File: src/rtl/core/stable_pattern_capture_detector_assert.svh
// Assertion macros used by the stable pattern capture detector control module.
`ifndef STABLE_PATTERN_CAPTURE_DETECTOR_ASSERT_SVH
`define STABLE_PATTERN_CAPTURE_DETECTOR_ASSERT_SVH

// Same-cycle implication, checked outside reset.
`define SPCD_ASSERT_NOW(label, clk, rst_n, ante, cons) \
    label: assert property (@(posedge clk) disable iff (!rst_n) (ante) |-> (cons)) \
        else $error("assertion failed");

// Next-cycle implication, checked outside reset.
`define SPCD_ASSERT_NEXT(label, clk, rst_n, ante, cons) \
    label: assert property (@(posedge clk) disable iff (!rst_n) (ante) |=> (cons)) \
        else $error("assertion failed");

`endif

File: src/rtl/core/scd_pkg.sv
// Shared constants and control types of the stable pattern capture detector.
package scd_pkg;

    localparam int WINDOW_DEPTH = 64;
    localparam int ADDR_W = $clog2(WINDOW_DEPTH);
    localparam int N_W = $clog2(WINDOW_DEPTH + 1);
    localparam int SUM_W = 16 + N_W;
    localparam int SQ_W = 32 + N_W;
    localparam int WIDE_W = 2 * N_W + 32;
    localparam int TN_W = 16 + N_W;
    localparam int STAMP_W = 27;
    localparam int ENTRY_W = STAMP_W + 1 + 16 + 16;
    localparam int RATE_MAX = 63;

    localparam logic [1:0] REG_TIMESPAN = 2'd0;
    localparam logic [1:0] REG_MIN_FRAMES = 2'd1;
    localparam logic [1:0] REG_SPREAD = 2'd2;

    typedef struct packed {
        logic start;
        logic ev;
        logic mul1;
        logic mul2;
        logic finish;
    } scd_cmd_t;

    typedef struct packed {
        logic walk_done;
        logic out_busy;
    } scd_status_t;

endpackage

File: src/rtl/core/scd_ctrl.sv
// Sequencing state machine of the stable pattern capture detector.
module scd_ctrl (
    input  logic                clk,
    input  logic                rst_n,
    input  logic                in_valid,
    output logic                in_ready,
    input  scd_pkg::scd_status_t status,
    output scd_pkg::scd_cmd_t    cmd
);
    import scd_pkg::*;

    typedef enum logic [2:0] {
        ST_IDLE,
        ST_RD,
        ST_EV,
        ST_MUL1,
        ST_MUL2,
        ST_FIN
    } state_t;

    state_t state_reg;

    assign in_ready = (state_reg == ST_IDLE);

    always_comb
    begin
        cmd = '0;
        cmd.start = (state_reg == ST_IDLE) && in_valid;
        cmd.ev = (state_reg == ST_EV);
        cmd.mul1 = (state_reg == ST_MUL1);
        cmd.mul2 = (state_reg == ST_MUL2);
        cmd.finish = (state_reg == ST_FIN) && !status.out_busy;
    end

    always_ff @(posedge clk or negedge rst_n)
    begin
        if (!rst_n)
        begin
            state_reg <= ST_IDLE;
        end
        else
        begin
            unique case (state_reg)
                ST_IDLE:
                begin
                    if (in_valid)
                    begin
                        state_reg <= ST_RD;
                    end
                end
                ST_RD:
                begin
                    state_reg <= ST_EV;
                end
                ST_EV:
                begin
                    state_reg <= status.walk_done ? ST_MUL1 : ST_RD;
                end
                ST_MUL1:
                begin
                    state_reg <= ST_MUL2;
                end
                ST_MUL2:
                begin
                    state_reg <= ST_FIN;
                end
                ST_FIN:
                begin
                    if (!status.out_busy)
                    begin
                        state_reg <= ST_IDLE;
                    end
                end
                default:
                begin
                    state_reg <= ST_IDLE;
                end
            endcase
        end
    end

`include "stable_pattern_capture_detector_assert.svh"

    `SPCD_ASSERT_NEXT(a_accept_starts_walk, clk, rst_n, in_valid && in_ready, state_reg == ST_RD)
    `SPCD_ASSERT_NEXT(a_walk_continues, clk, rst_n, state_reg == ST_EV && !status.walk_done, state_reg == ST_RD)
    `SPCD_ASSERT_NOW(a_finish_when_free, clk, rst_n, cmd.finish, !status.out_busy && !in_ready)

endmodule

File: config.mk
export PLATFORM = sky130hd
export DESIGN_NAME = scd_ctrl
export DESIGN_NICKNAME = d
export VERILOG_FILES = /design/src/rtl/core/scd_pkg.sv /design/src/rtl/core/scd_ctrl.sv
export VERILOG_INCLUDE_DIRS = /design/src /design/src/rtl/core
export SDC_FILE = /design/constraint.sdc
export NUM_CORES = 1
export LEC_CHECK = 0
export BUFFER_PORTS_ARGS = -buffer_cell sky130_fd_sc_hd__buf_2
export CORE_AREA = 2 2 39 41
export CTS_CLUSTER_DIAMETER = 200
export CTS_CLUSTER_SIZE = 12
export DETAILED_ROUTE_END_ITERATION = 10
export DIE_AREA = 0 0 41 43
export GPL_TIMING_DRIVEN = 0
export SLEW_MARGIN = 15
export SYNTH_ARGS = -nofsm -noshare
export SYNTH_HDL_FRONTEND = slang
export SYNTH_SLANG_ARGS = --single-unit
File: constraint.sdc
create_clock -name clk -period 2.1 [get_ports clk]
set_input_delay 0.525 -clock clk [delete_from_list [all_inputs] [get_ports clk]]
set_output_delay 0.525 -clock clk [all_outputs]
set_load 0.02 [all_outputs]
Word level (Yosys, flattened, before mapping)

Cells that the tools add are included.

Equal/unequal tests: 7
Multiplexer cells: 4
Reduce and logical (&&, ||, !) cells: 5

Operators with widths:

| cell                                                | count |
|---|---|
| case mux 3 bit (6 select lines)                     | 1 |
| equality test 3 x 2 -> 1 bit, second input constant | 2 |
| equality test 3 bit, second input constant          | 2 |
| 2-to-1 mux 3 bit                                    | 2 |
| != test 2 bit, second input constant                | 2 |
| equality test 3 x 1 -> 1 bit, second input constant | 1 |
| zero test 3 bit                                     | 1 |
| logical AND 1 bit                                   | 2 |
| 2-to-1 mux 2 bit                                    | 1 |
| AND reduction 2 bit                                 | 1 |
| zero test 1 bit                                     | 1 |

Register bits after elaboration: 3
Output and inout bits: 6
Word-level logic and storage cells: 17

Logic depth before layout (Yosys ltp)

Depth in word-level cells: 3
Gate-level depth with buffers: 3

Least setup slack after synthesis

Ideal clock, no wire load.

Path kind: register to output
Start point: register state_reg[1]
End point: output cmd[4] in the netlist's numbering
Arrival time: 1140 ps
Required time: 1575 ps
Path slack: 435 ps
Stages on the path, launching flop included: 4
Buffers on the path: 1
Cells stage by stage: dfrtp_1 > buf_6 > nor3_2 > and2_1

RTL lines:

| item                     | RTL line       | text |
|---|---|---|
| start: declaration       | scd_ctrl.sv:21 | `state_t state_reg;` |
| start signal: assignment | scd_ctrl.sv:57 | `state_reg <= status.walk_done ? ST_MUL1 : ST_RD;` |
| end: declaration         | scd_ctrl.sv:8  | `output scd_pkg::scd_cmd_t cmd` |

==> metrics <==
status finished clean; Fmax achieved 570.7 MHz; Final Skew 0.001067 ns; Async SR Flop Fraction 100.0%; Post-Syn Area per Cell 9.771 sq um; Yosys reg bits 3; max_slew headroom 82.31%; die height 43 microns; Final min period 1.752 ns; CTS Buf Count 3; DR WL/cell 9.294 microns; combinational power share 53.3%; Switching Share 42.11%; hpwl dp 344.3 microns; element type at the critical path end output port; dominant synthesized flop cell dfrtp_1; number of setup violations in the final report 0; largest net degree at the start of global routing 11; Setup TNS 0 ns; Net Sw Power 192.3 uW; crit path kind flip-flop to output port; Worst Path Max Fanout 9; RSZ-0062 raised after global routing false; Startpoint Class flip-flop; clock root buffer clkbuf_4; synth-to-layout area growth 46.95%; Post-CTS Resized 0; Reg clk slew, reported paths 0.04 ns; worst-margin pin slew 0.2654 ns; synthesized area 205.2 sq um; FP Rows 14; fin. max-slew vios 0; initial antenna violation count 0; DR iter-0 viols 1; CTS tree done; endpoints failing hold 0; Cell Count Post-Placement 47; H-tree depth 1; layout cell share with drive strength beyond 1 48.57%; Max clock buf depth 2; post-CTS setup buffer count 0; Power per Cell Area 1515 nW/um^2; Syn Nets 26; Die ar. 1763 sq um; GRT overflow 0; DRC 0; Core ar. 1384 sq um; max reg flops 3; number of routed nets with antenna violations 0; Clock power frac 22.3%; via-per-instance ratio 3.745; post-synthesis sequential area ratio 36.59%; yosys warns 0; maxcap violations 0; leakage 0.0001415 uW; critical path arrival 1.23 ns; die width 41 microns; WL final 474 microns; VDD IR max 0.3689 mV; via count of the first global-routing pass 183; Final nets 41; Top-Level Pins 11; Hold WC Path Type primary input to async pin; GP Congestion 0.6194; Syn Inst Count 21; CTS Hold Buffers Added 0; worst skew pair latency 0.23 ns; Non-Filler Instances 51; Netlist cell types 16; number of flops mapped to enable cells by yosys 0; first-pass GRT wire length 745 microns; All-Layer GR Usage 7.143%; crit share post-route 83.43%; Flop pwr share 24.3%; final antenna diode count 0; Initial Util 14.83%; first-pass iteration count of the detailed router 2; PortBufs 10; Vias 191; CTS Sinks 3; Pint 264.4 uW; Req. time, crit path 1.57 ns
==> layout by cell type (no fill, tap or decap) <==
cell,count
clkbuf_1,1
a21oi_1,1
a221oi_1,1
or2b_1,1
nor3b_1,2
nor3_1,1
nor2b_1,1
and2_1,1
buf_2,10
nand2b_1,1
nor3b_2,1
dfrtp_1,3
o22ai_1,1
nand2_1,2
nor2_1,1
buf_6,2
clkbuf_4,3
nor3_2,1
nand3b_1,1
==> power groups by stage <==
stage | sequential [uW] | combinational (uW) | clock (uW)
after CTS | 113 | 247 | 108
after global routing | 117 | 265 | 114
after detailed placement | 113 | 245 | 0
final | 111 | 244 | 102
after global placement | 112 | 242 | 0
after floorplan | 105 | 187 | 0
==> synthesized netlist by cell type (2+ instances only) <==
master | count | area share [%]
buf_6 | 2 | 11
nand2_1 | 2 | 3.7
nor3b_1 | 2 | 7.3
dfrtp_1 | 3 | 37
==> per-stage QoR <==
step                area (sq um)  setup slack (ns)  hold slack [ns]  total power [uW]  util (%)
global placement           275.3            0.5994           0.3224             353.7     19.89
floorplan                  205.2            0.4348           0.2294             292.2         -
CTS                        301.5            0.3353          0.06917             467.3     21.79
finish                     301.5            0.3479          0.07725             456.7     21.79
detailed placement         275.3            0.5968           0.3232             358.3     19.89
global route               301.5            0.2562          0.06309             495.7     21.79
==> worst paths after layout <==
kind,start,slack [ns],depth (start not counted),end
worst max-delay path,state_reg[1],0.35,4,cmd[0]
worst min-delay path,rst_n,0.08,1,state_reg[2]
worst max register to register,state_reg[2],1.17,2,state_reg[0]
worst min register to register,state_reg[2],0.57,2,state_reg[1]
max in group asynchronous,rst_n,1.92,1,state_reg[0]
min in group clk,status[1],0.56,3,state_reg[1]
==> routing by layer <==
metal	track usage (%)	vias to the layer above	wire length, microns
met5	0	-	0
met4	10.00	0	0
met3	3.141	0	21
met2	8.750	6	271
met1	7.120	84	182
li1	-	101	-
==> worst max-delay path, stage by stage (launching register included) <==
cell and delay [ns]:
dfrtp_1 0.36, buf_6 0.13, nand2b_1 0.16, nor3b_2 0.16, buf_2 0.18
==> area by class of cell <==
| class | count | area (sq um) |
|---|---|---|
| multi-input combinational | 16 | 107.6 |
| fill | 153 | 1082 |
| sequential | 3 | 75.07 |
| tap | 16 | 20.02 |
| clock buffer | 4 | 26.28 |
| buffer | 2 | 22.52 |
| timing repair buffer | 10 | 50.05 |
==> logic make-up (layout without fill, tap and decap cells) <==
kind of cell | after synthesis | count (layout) | share of synthesized area [%]
AO/OA/AOI/OAI | 3 | 3 | 9.756
buffers and inverters | 2 | 16 | 10.97
flip-flops | 3 | 3 | 36.58
AND/OR/NAND/NOR | 13 | 13 | 42.69
Power figures use the tool's default switching activity.
